==> config.mk <==
export PLATFORM = sky130hd
export DESIGN_NAME = disparity_to_point_reprojection_top
export DESIGN_NICKNAME = d
export VERILOG_FILES = /design/src/dpr_pkg.sv /design/src/disparity_to_point_reprojection_top.sv
export SDC_FILE = /design/constraint.sdc
export NUM_CORES = 2
export LEC_CHECK = 0
export BUFFER_PORTS_ARGS = -buffer_cell sky130_fd_sc_hd__buf_4
export CAP_MARGIN = 20
export CELL_PAD_IN_SITES_DETAIL_PLACEMENT = 0
export CELL_PAD_IN_SITES_GLOBAL_PLACEMENT = 2
export CORE_ASPECT_RATIO = 1.4
export CORE_UTILIZATION = 46
export CTS_CLUSTER_SIZE = 8
export DETAILED_ROUTE_END_ITERATION = 12
export PLACE_DENSITY = 0.95
export SYNTH_ARGS = -nofsm -noshare
export SYNTH_HDL_FRONTEND = slang
export SYNTH_SLANG_ARGS = --single-unit
==> constraint.sdc <==
create_clock -name clk -period 19.5 [get_ports clk]
set_input_delay 1.95 -clock clk [delete_from_list [all_inputs] [get_ports clk]]
set_output_delay 1.95 -clock clk [all_outputs]
set_load 0.01 [all_outputs]
==> src/dpr_pkg.sv <==
// Shared types and constants for the disparity-to-point reprojection block.
package dpr_pkg;

    localparam int MAX_WIDTH  = 1024;
    localparam int MAX_HEIGHT = 1024;
    localparam int CNT_W      = $clog2(MAX_WIDTH);
    localparam int ROW_W      = $clog2(MAX_HEIGHT);
    localparam int SIZE_W     = 11;

    localparam int BF_W   = 25;
    localparam int FOC_W  = 20;
    localparam int CTR_W  = 19;
    localparam int CFG_IW = 3;
    localparam int CFG_DW = 25;

    localparam int DQ_W    = 9;
    localparam int DQ255_W = 17;
    localparam int DEN_W   = 37;
    localparam int PROD_W  = 45;
    localparam int NUM_W   = 44;
    localparam int REM_W   = 54;
    localparam int QUO_W   = 32;
    localparam int DSH_W   = DEN_W + QUO_W - 1;

    localparam logic [CFG_IW-1:0] REG_BF     = 3'd0;
    localparam logic [CFG_IW-1:0] REG_FOCAL  = 3'd1;
    localparam logic [CFG_IW-1:0] REG_CROW   = 3'd2;
    localparam logic [CFG_IW-1:0] REG_CCOL   = 3'd3;
    localparam logic [CFG_IW-1:0] REG_WIDTH  = 3'd4;
    localparam logic [CFG_IW-1:0] REG_HEIGHT = 3'd5;

    localparam logic [BF_W-1:0]   RST_BF     = 25'd9211167;
    localparam logic [FOC_W-1:0]  RST_FOCAL  = 20'd153361;
    localparam logic [CTR_W-1:0]  RST_CROW   = 19'd94644;
    localparam logic [CTR_W-1:0]  RST_CCOL   = 19'd57181;
    localparam logic [SIZE_W-1:0] RST_WIDTH  = 11'd752;
    localparam logic [SIZE_W-1:0] RST_HEIGHT = 11'd480;

    localparam logic [31:0] SAT_POS = 32'h7FFF_FFFF;
    localparam logic [31:0] SAT_NEG = 32'h8000_0000;
    localparam logic [30:0] Z_MAX   = 31'h7FFF_FFFF;

    typedef enum logic [2:0] {
        ST_IDLE,
        ST_MUL_DEN,
        ST_MUL_X,
        ST_MUL_Y,
        ST_DIV_LOAD,
        ST_DIV_RUN,
        ST_FINISH
    } state_t;

    typedef enum logic [1:0] {
        OP_Z,
        OP_X,
        OP_Y
    } op_t;

endpackage

==> src/disparity_to_point_reprojection_top.sv <==
// Disparity-to-point reprojection: sequencer, shared multiplier and shared divider.
//
// Takes one coded disparity per request in raster order and returns one 3D point per
// request. Row and column are tracked internally; frame_start forces the pixel to row 0,
// column 0, and frame_end marks the last pixel of the frame. Decoded disparity dq (quarter
// steps) gives z = B*1024/(dq*255), x = (256*row-CU)*B*1024/(dq*F*255) and the same for y
// with the column, each truncated toward zero and saturated to Q15.16. A zero disparity
// gives point_valid = 0, z at its maximum and x = y = 0. A pixel with nonzero disparity
// passes through accept, three multiplier steps on the one shared 25x20 multiplier, then
// three quotients of 32 steps, each after a load state, on the one-bit-per-cycle restoring
// divider, then the hand-off to the output register; a zero-disparity pixel goes from
// accept straight to the hand-off. pix_ready is high only while the sequencer is idle.
// The finished result sits in an output register, so the next request is taken while it
// waits for pt_ready. Configuration writes are always taken (cfg_ready is tied high) and
// must only be issued while the block is idle; indexes past the register list are ignored.
module disparity_to_point_reprojection_top
    import dpr_pkg::*;
(
    input  logic                 clk,
    input  logic                 rst_n,
    input  logic                 cfg_valid,
    output logic                 cfg_ready,
    input  logic [CFG_IW-1:0]    cfg_index,
    input  logic [CFG_DW-1:0]    cfg_data,
    input  logic                 pix_valid,
    output logic                 pix_ready,
    input  logic [7:0]           disparity_code,
    input  logic                 frame_start,
    output logic                 pt_valid,
    input  logic                 pt_ready,
    output logic signed [31:0]   point_x,
    output logic signed [31:0]   point_y,
    output logic [30:0]          point_z,
    output logic                 point_valid,
    output logic                 frame_end
);

    // configuration registers
    logic [BF_W-1:0]   bf_reg;
    logic [FOC_W-1:0]  focal_reg;
    logic [CTR_W-1:0]  crow_reg;
    logic [CTR_W-1:0]  ccol_reg;
    logic [SIZE_W-1:0] width_reg;
    logic [SIZE_W-1:0] height_reg;

    // control
    state_t            state_reg, state_next;
    op_t               op_reg;
    logic [4:0]        bit_cnt_reg;
    logic [CNT_W-1:0]  col_cnt_reg;
    logic [ROW_W-1:0]  row_cnt_reg;
    logic              out_valid_reg;

    // per-pixel payload
    logic [DQ255_W-1:0] dq255_reg;
    logic               zero_reg;
    logic               fend_reg;
    logic [ROW_W-1:0]   row_reg;
    logic [CNT_W-1:0]   col_reg;
    logic [DEN_W-1:0]   den_reg;
    logic [CTR_W-1:0]   magx_reg, magy_reg;
    logic               negx_reg, negy_reg;
    logic [NUM_W-1:0]   numx_reg, numy_reg;
    logic [REM_W-1:0]   rem_reg;
    logic [DSH_W-1:0]   dsh_reg;
    logic [QUO_W-1:0]   quo_reg;
    logic [30:0]        rz_reg;
    logic [31:0]        rx_reg, ry_reg;

    // output register
    logic [31:0] px_reg, py_reg;
    logic [30:0] pz_reg;
    logic        pv_reg, pf_reg;

    // control decode
    logic accept, out_load, div_last;
    logic [FOC_W-1:0] mul_b;
    logic [BF_W-1:0]  mul_a;
    logic [PROD_W-1:0] product;

    // ---------------------------------------------------------------
    // Pixel position and disparity decode at the request
    // ---------------------------------------------------------------
    logic [SIZE_W-1:0] w_eff, h_eff;
    logic [CNT_W-1:0]  col_cur;
    logic [ROW_W-1:0]  row_cur;
    logic              row_end, frm_end;
    logic [DQ_W-1:0]   dq;
    logic [DQ255_W-1:0] dq255;

    always_comb
    begin
        if (width_reg == '0)
            w_eff = SIZE_W'(1);
        else if (width_reg > SIZE_W'(MAX_WIDTH))
            w_eff = SIZE_W'(MAX_WIDTH);
        else
            w_eff = width_reg;
        if (height_reg == '0)
            h_eff = SIZE_W'(1);
        else if (height_reg > SIZE_W'(MAX_HEIGHT))
            h_eff = SIZE_W'(MAX_HEIGHT);
        else
            h_eff = height_reg;

        col_cur = frame_start ? '0 : col_cnt_reg;
        row_cur = frame_start ? '0 : row_cnt_reg;
        row_end = (SIZE_W'(col_cur) + SIZE_W'(1)) >= w_eff;
        frm_end = row_end && ((SIZE_W'(row_cur) + SIZE_W'(1)) >= h_eff);

        // below 128: 4*floor(code/4); else 2*code - 128
        if (disparity_code[7])
            dq = {disparity_code, 1'b0} - DQ_W'(128);
        else
            dq = {2'b00, disparity_code[6:2], 2'b00};
        dq255 = {dq, 8'b0} - DQ255_W'(dq);
    end

    // ---------------------------------------------------------------
    // Shared multiplier and offset magnitudes
    // ---------------------------------------------------------------
    logic signed [CTR_W:0] dx, dy;
    logic [FOC_W-1:0] f_eff;

    always_comb
    begin
        f_eff   = (focal_reg == '0) ? FOC_W'(1) : focal_reg;
        dx      = $signed({1'b0, row_reg, 8'b0}) - $signed({1'b0, crow_reg});
        dy      = $signed({1'b0, col_reg, 8'b0}) - $signed({1'b0, ccol_reg});
        product = PROD_W'(mul_a) * PROD_W'(mul_b);
    end

    // ---------------------------------------------------------------
    // Shared restoring divider step: one quotient bit per cycle
    // ---------------------------------------------------------------
    logic             ge;
    logic [REM_W-1:0] rem_step;
    logic [QUO_W-1:0] quo_step;
    logic [REM_W-1:0] load_num;
    logic [DEN_W-1:0] load_den;
    logic             cur_neg;
    logic [31:0]      coord_sat;

    always_comb
    begin
        ge       = {{(DSH_W - REM_W){1'b0}}, rem_reg} >= dsh_reg;
        rem_step = ge ? (rem_reg - dsh_reg[REM_W-1:0]) : rem_reg;
        quo_step = {quo_reg[QUO_W-2:0], ge};

        unique case (op_reg)
            OP_Z:
            begin
                load_num = {{(REM_W - BF_W - 10){1'b0}}, bf_reg, 10'b0};
                load_den = {{(DEN_W - DQ255_W){1'b0}}, dq255_reg};
                cur_neg  = 1'b0;
            end
            OP_X:
            begin
                load_num = {numx_reg, 10'b0};
                load_den = den_reg;
                cur_neg  = negx_reg;
            end
            OP_Y:
            begin
                load_num = {numy_reg, 10'b0};
                load_den = den_reg;
                cur_neg  = negy_reg;
            end
            default:
            begin
                load_num = '0;
                load_den = '0;
                cur_neg  = 1'b0;
            end
        endcase

        // quotient bit 31 set means the magnitude is at least 2^31
        if (quo_step[QUO_W-1])
            coord_sat = cur_neg ? SAT_NEG : SAT_POS;
        else
            coord_sat = cur_neg ? (~quo_step + 32'd1) : quo_step;
    end

    // ---------------------------------------------------------------
    // Sequencer: next state
    // ---------------------------------------------------------------
    always_comb
    begin
        state_next = state_reg;
        unique case (state_reg)
            ST_IDLE:
            begin
                if (pix_valid)
                    state_next = (dq == '0) ? ST_FINISH : ST_MUL_DEN;
            end
            ST_MUL_DEN:  state_next = ST_MUL_X;
            ST_MUL_X:    state_next = ST_MUL_Y;
            ST_MUL_Y:    state_next = ST_DIV_LOAD;
            ST_DIV_LOAD: state_next = ST_DIV_RUN;
            ST_DIV_RUN:
            begin
                if (bit_cnt_reg == '0)
                    state_next = (op_reg == OP_Y) ? ST_FINISH : ST_DIV_LOAD;
            end
            ST_FINISH:
            begin
                if (!out_valid_reg || pt_ready)
                    state_next = ST_IDLE;
            end
            default:     state_next = ST_IDLE;
        endcase
    end

    // ---------------------------------------------------------------
    // Sequencer: decoded controls
    // ---------------------------------------------------------------
    always_comb
    begin
        pix_ready = 1'b0;
        out_load  = 1'b0;
        div_last  = 1'b0;
        mul_a     = bf_reg;
        mul_b     = {1'b0, magx_reg};
        unique case (state_reg)
            ST_IDLE:     pix_ready = 1'b1;
            ST_MUL_DEN:
            begin
                mul_a = {{(BF_W - DQ255_W){1'b0}}, dq255_reg};
                mul_b = f_eff;
            end
            ST_MUL_X:    mul_b = {1'b0, magx_reg};
            ST_MUL_Y:    mul_b = {1'b0, magy_reg};
            ST_DIV_LOAD: ;
            ST_DIV_RUN:  div_last = (bit_cnt_reg == '0);
            ST_FINISH:   out_load = !out_valid_reg || pt_ready;
            default:     ;
        endcase
        accept = pix_valid && pix_ready;
    end

    assign cfg_ready = 1'b1;

    // ---------------------------------------------------------------
    // Control registers
    // ---------------------------------------------------------------
    always_ff @(posedge clk or negedge rst_n)
    begin
        if (!rst_n)
        begin
            state_reg     <= ST_IDLE;
            op_reg        <= OP_Z;
            bit_cnt_reg   <= '0;
            col_cnt_reg   <= '0;
            row_cnt_reg   <= '0;
            out_valid_reg <= 1'b0;
            bf_reg        <= RST_BF;
            focal_reg     <= RST_FOCAL;
            crow_reg      <= RST_CROW;
            ccol_reg      <= RST_CCOL;
            width_reg     <= RST_WIDTH;
            height_reg    <= RST_HEIGHT;
        end
        else
        begin
            state_reg <= state_next;

            if (cfg_valid && cfg_ready)
            begin
                unique case (cfg_index)
                    REG_BF:     bf_reg     <= cfg_data[BF_W-1:0];
                    REG_FOCAL:  focal_reg  <= cfg_data[FOC_W-1:0];
                    REG_CROW:   crow_reg   <= cfg_data[CTR_W-1:0];
                    REG_CCOL:   ccol_reg   <= cfg_data[CTR_W-1:0];
                    REG_WIDTH:  width_reg  <= cfg_data[SIZE_W-1:0];
                    REG_HEIGHT: height_reg <= cfg_data[SIZE_W-1:0];
                    default:    ;
                endcase
            end

            if (accept)
            begin
                op_reg <= OP_Z;
                if (row_end)
                begin
                    col_cnt_reg <= '0;
                    row_cnt_reg <= frm_end ? '0 : row_cur + ROW_W'(1);
                end
                else
                begin
                    col_cnt_reg <= col_cur + CNT_W'(1);
                    row_cnt_reg <= row_cur;
                end
            end

            if (state_reg == ST_DIV_LOAD)
                bit_cnt_reg <= 5'd31;
            else if (state_reg == ST_DIV_RUN)
                bit_cnt_reg <= bit_cnt_reg - 5'd1;

            if (div_last)
            begin
                unique case (op_reg)
                    OP_Z:    op_reg <= OP_X;
                    OP_X:    op_reg <= OP_Y;
                    OP_Y:    op_reg <= OP_Z;
                    default: op_reg <= OP_Z;
                endcase
            end

            if (out_load)
                out_valid_reg <= 1'b1;
            else if (pt_ready)
                out_valid_reg <= 1'b0;
        end
    end

    // ---------------------------------------------------------------
    // Datapath registers
    // ---------------------------------------------------------------
    always_ff @(posedge clk)
    begin
        if (accept)
        begin
            dq255_reg <= dq255;
            zero_reg  <= (dq == '0);
            fend_reg  <= frm_end;
            row_reg   <= row_cur;
            col_reg   <= col_cur;
        end

        unique case (state_reg)
            ST_MUL_DEN:
            begin
                den_reg  <= product[DEN_W-1:0];
                negx_reg <= dx[CTR_W];
                negy_reg <= dy[CTR_W];
                magx_reg <= dx[CTR_W] ? CTR_W'(-dx) : dx[CTR_W-1:0];
                magy_reg <= dy[CTR_W] ? CTR_W'(-dy) : dy[CTR_W-1:0];
            end
            ST_MUL_X: numx_reg <= product[NUM_W-1:0];
            ST_MUL_Y: numy_reg <= product[NUM_W-1:0];
            ST_DIV_LOAD:
            begin
                rem_reg <= load_num;
                dsh_reg <= {load_den, {(QUO_W - 1){1'b0}}};
                quo_reg <= '0;
            end
            ST_DIV_RUN:
            begin
                rem_reg <= rem_step;
                dsh_reg <= dsh_reg >> 1;
                quo_reg <= quo_step;
            end
            default: ;
        endcase

        if (div_last)
        begin
            unique case (op_reg)
                OP_Z:    rz_reg <= quo_step[QUO_W-1] ? Z_MAX : quo_step[30:0];
                OP_X:    rx_reg <= coord_sat;
                OP_Y:    ry_reg <= coord_sat;
                default: ;
            endcase
        end

        if (out_load)
        begin
            px_reg <= zero_reg ? 32'd0 : rx_reg;
            py_reg <= zero_reg ? 32'd0 : ry_reg;
            pz_reg <= zero_reg ? Z_MAX : rz_reg;
            pv_reg <= !zero_reg;
            pf_reg <= fend_reg;
        end
    end

    assign pt_valid    = out_valid_reg;
    assign point_x     = $signed(px_reg);
    assign point_y     = $signed(py_reg);
    assign point_z     = pz_reg;
    assign point_valid = pv_reg;
    assign frame_end   = pf_reg;

    // ---------------------------------------------------------------
    // Assertions
    // ---------------------------------------------------------------
    a_rise_from_finish: assert property (@(posedge clk) disable iff (!rst_n)
        $rose(pt_valid) |-> $past(state_reg == ST_FINISH))
        else $error("result appeared without a finished sequence");

    a_invalid_point: assert property (@(posedge clk) disable iff (!rst_n)
        (pt_valid && !point_valid) |->
            (point_z == Z_MAX && point_x == 32'sd0 && point_y == 32'sd0))
        else $error("zero-disparity point carries nonzero coordinates");

    a_div_end: assert property (@(posedge clk) disable iff (!rst_n)
        (state_reg == ST_DIV_RUN && bit_cnt_reg == 5'd0) |=>
            (state_reg == ST_DIV_LOAD || state_reg == ST_FINISH))
        else $error("divider did not stop after 32 steps");

    a_busy_after_accept: assert property (@(posedge clk) disable iff (!rst_n)
        (pix_valid && pix_ready) |=> !pix_ready)
        else $error("request taken while previous pixel still in work");

endmodule

==> qor.yml <==
fillers: 9269
hold_viol: 0
ant_nets: 0
r2r_slack_ns: 8.87
vias_per_cell: 5.608
cts_root_buffer: "clkbuf_16"
grt_max_degree: 97
critPathKind: "reg2reg"
min_from: "col_cnt_reg[4]"
yosys_warnings: 0
place_ws_ns: 8.888
antenna_found_initial: 1
portBuffers: 140
netlist_instances: 4595
yosysSeqAreaShare_pct: 40.96
stdcell_area_mm2: 0.05416
wl_per_cell_um: 23.27
worst-endpoint-required_ns: 19.94
die_w_um: 276.8
ys_ff_latch: 684
dieArea_mm2: 0.1070
clkLatencyLatePin_ns: 0.71
crit_buf_inv: 9
cts_sinks: 684
setup.worst_path.end_class: "flip-flop"
worstSetupStartpointType: "flip-flop"
area_growth_pct: 11.37
synthArstFlopShare_pct: 19.88
cp_top_family: "adder cells"
crit_fanout: 76
synth_edf_count: 548
finalWorstSetupSlack_ns: 8.873
num_vias: 34376
grt_pass1_wl_mm: 215.1
place.gp.congestion: 0.9547
critPathMaxStageDelay_ns: 0.74
gr-usage-all-layers_pct: 26.78
ys_types: 92
status: "complete, no violations"
clock.fmax_mhz: 94.10
cts_buffers: 96
clk_path_buf_depth: 3
drtIter0Drc: 2536
grt_pass1_vias: 35666
die_y_um: 386.7
htreeDepth: 3
rsz0062_at_grt: "false"
cts_resized: 0
drive_gt1_share_pct: 11.74
r2r-start: "state_reg[2]"
grt_overflow: 0
hold_path_depth: 2
placement_rows: 140
holdCritPathClass: "reg2reg"
start_util_pct: 46.58
post_cts_buffers: 0
ys.flop_type: "edfxtp_1"
cpMostUsedCell: "fa_1"
placed_area_mm2: 0.05125
hold_end: "col_cnt_reg[4]"
cts_tree: "yes"
crit_arrival_ns: 11.07
slowest_stage: "inv_4"
tightestPinTransition_ns: 1.129
syn-cell-area_mm2: 0.04863
setup-tns-final_ns: 0
wl_mm: 142.6
min_period_over_period_pct: 54.50
final_nets: 5416
fp.coreArea_mm2: 0.1044
max_slew_margin_pct: 24.47
holdWs_ns: 0.4804
fin_skew_ns: 0.05107
hpwl_mm: 110.1
setup_viol: 0
r2r_end: "numx_reg[43]"
drv_slew: 0
io_pins: 142
cts.reportedPaths.clkPinSlew_ns: 0.05
drt-pass1-iter-count: 6
drc_errors: 0
syn_area_per_cell_um2: 10.58
ctsHoldBuffers: 0
largest_reg_flops: 68
ff2ff_path_depth: 31
period_minus_slack_ns: 10.63
drv_cap: 0
-- worst max path at each step --
stage	from	to	slack [ns]	depth (start not counted)
3_3_place_gp	state_reg[2]	numx_reg[43]	8.92	27
6_report	state_reg[2]	numx_reg[43]	8.87	31
4_1_cts	state_reg[2]	numx_reg[43]	8.87	31
2_1_floorplan	state_reg[2]	numx_reg[43]	8.97	27
3_5_place_dp	state_reg[2]	numx_reg[43]	8.89	31
5_1_grt	state_reg[2]	numx_reg[43]	8.30	31
-- tightest hold or removal path, cell delays in order, from the launching register on --
cell	delay [ns]
dfrtp_1	0.33
nand2_1	0.04
o21ai_0	0.06
-- per-stage QoR --
stage	instances	utilization, %
finish	6130	51.88
CTS	6127	51.87
detailed placement	5954	49.09
global route	6128	51.87
global placement	5953	49.09
floorplan	4602	-
-- cell usage in the layout, fill, tap and decap left out, types with 36 or more instances in the layout --
master | Yosys | layout
a21o_1 | 65 | 65
a21oi_1 | 142 | 139
a22oi_1 | 36 | 36
and3_1 | 57 | 57
buf_4 | 5 | 212
clkbuf_1 | 190 | 67
clkbuf_16 | 0 | 96
dfrtp_1 | 86 | 86
dfstp_2 | 50 | 50
edfxtp_1 | 548 | 548
fa_1 | 410 | 410
ha_1 | 260 | 260
inv_1 | 563 | 560
mux2_2 | 92 | 92
mux2i_1 | 36 | 36
nand2_1 | 525 | 524
nand3_1 | 72 | 72
nor2_1 | 416 | 414
nor2b_1 | 98 | 97
nor3_1 | 38 | 38
o21a_1 | 40 | 40
o21ai_0 | 160 | 157
o22ai_1 | 42 | 41
or2_2 | 65 | 65
xnor2_1 | 107 | 107
xor2_1 | 73 | 73
-- metal layers --
layer	track usage [%]	wire [µm]	share of wire (%)
met4	16.78	9805	6.9
met1	29.37	51750	36
met5	0	0	0
met3	3.390	6835	4.8
met2	48.80	74250	52
-- logic make-up after synthesis --
logic type               count (synthesis)  share of synthesized area, %
AND/OR/NAND/NOR                       1451                         13.75
adder cells (fa/ha/maj)                670                         23.57
AO/OA/AOI/OAI                          707                         9.570
buffers and inverters                  773                         6.023
multiplexers                           128                         2.871
other                                    2                       0.01544
XOR/XNOR                               180                         3.242
flip-flops                             684                         40.96
-- synth_stat cells, drive strengths merged, types with 32 or more instances --
| cell | count | area share, % |
|---|---|---|
| a21oi | 143 | 1.5 |
| dfrtp | 86 | 4.4 |
| o22ai | 42 | 0.54 |
| dfstp | 50 | 2.7 |
| nand3 | 72 | 0.74 |
| fa | 410 | 17 |
| mux2i | 36 | 0.74 |
| and2 | 32 | 0.41 |
| or2 | 67 | 0.86 |
| xnor2 | 107 | 1.9 |
| nand2 | 525 | 4.1 |
| o21ai | 168 | 1.7 |
| xor2 | 73 | 1.3 |
| o21a | 40 | 0.62 |
| nor2b | 99 | 1.3 |
| a21o | 65 | 1.0 |
| nor3 | 39 | 0.41 |
| or3 | 32 | 0.43 |
| nor2 | 417 | 3.2 |
| mux2 | 92 | 2.1 |
| inv | 563 | 4.3 |
| and3 | 57 | 0.73 |
| a22oi | 36 | 0.56 |
| ha | 260 | 6.7 |
| clkbuf | 190 | 1.5 |
| edfxtp | 548 | 34 |
-- area by class of cell --
cell class                 count  area (µm²)  share of cell area, %
multi-input combinational   3145       25930                  47.87
sequential                   684       19920                  36.78
clock buffer                 163        2654                  4.900
inverter                     564        2120                  3.913
tap                         1349        1688                  3.116
timing repair buffer         213        1603                  2.959
clock inverter                10       241.5                 0.4459
antenna                        2       5.005               0.009240
Power is not shown: default switching activity piles up to over one toggle a cycle in this logic, so the estimate is an artifact.
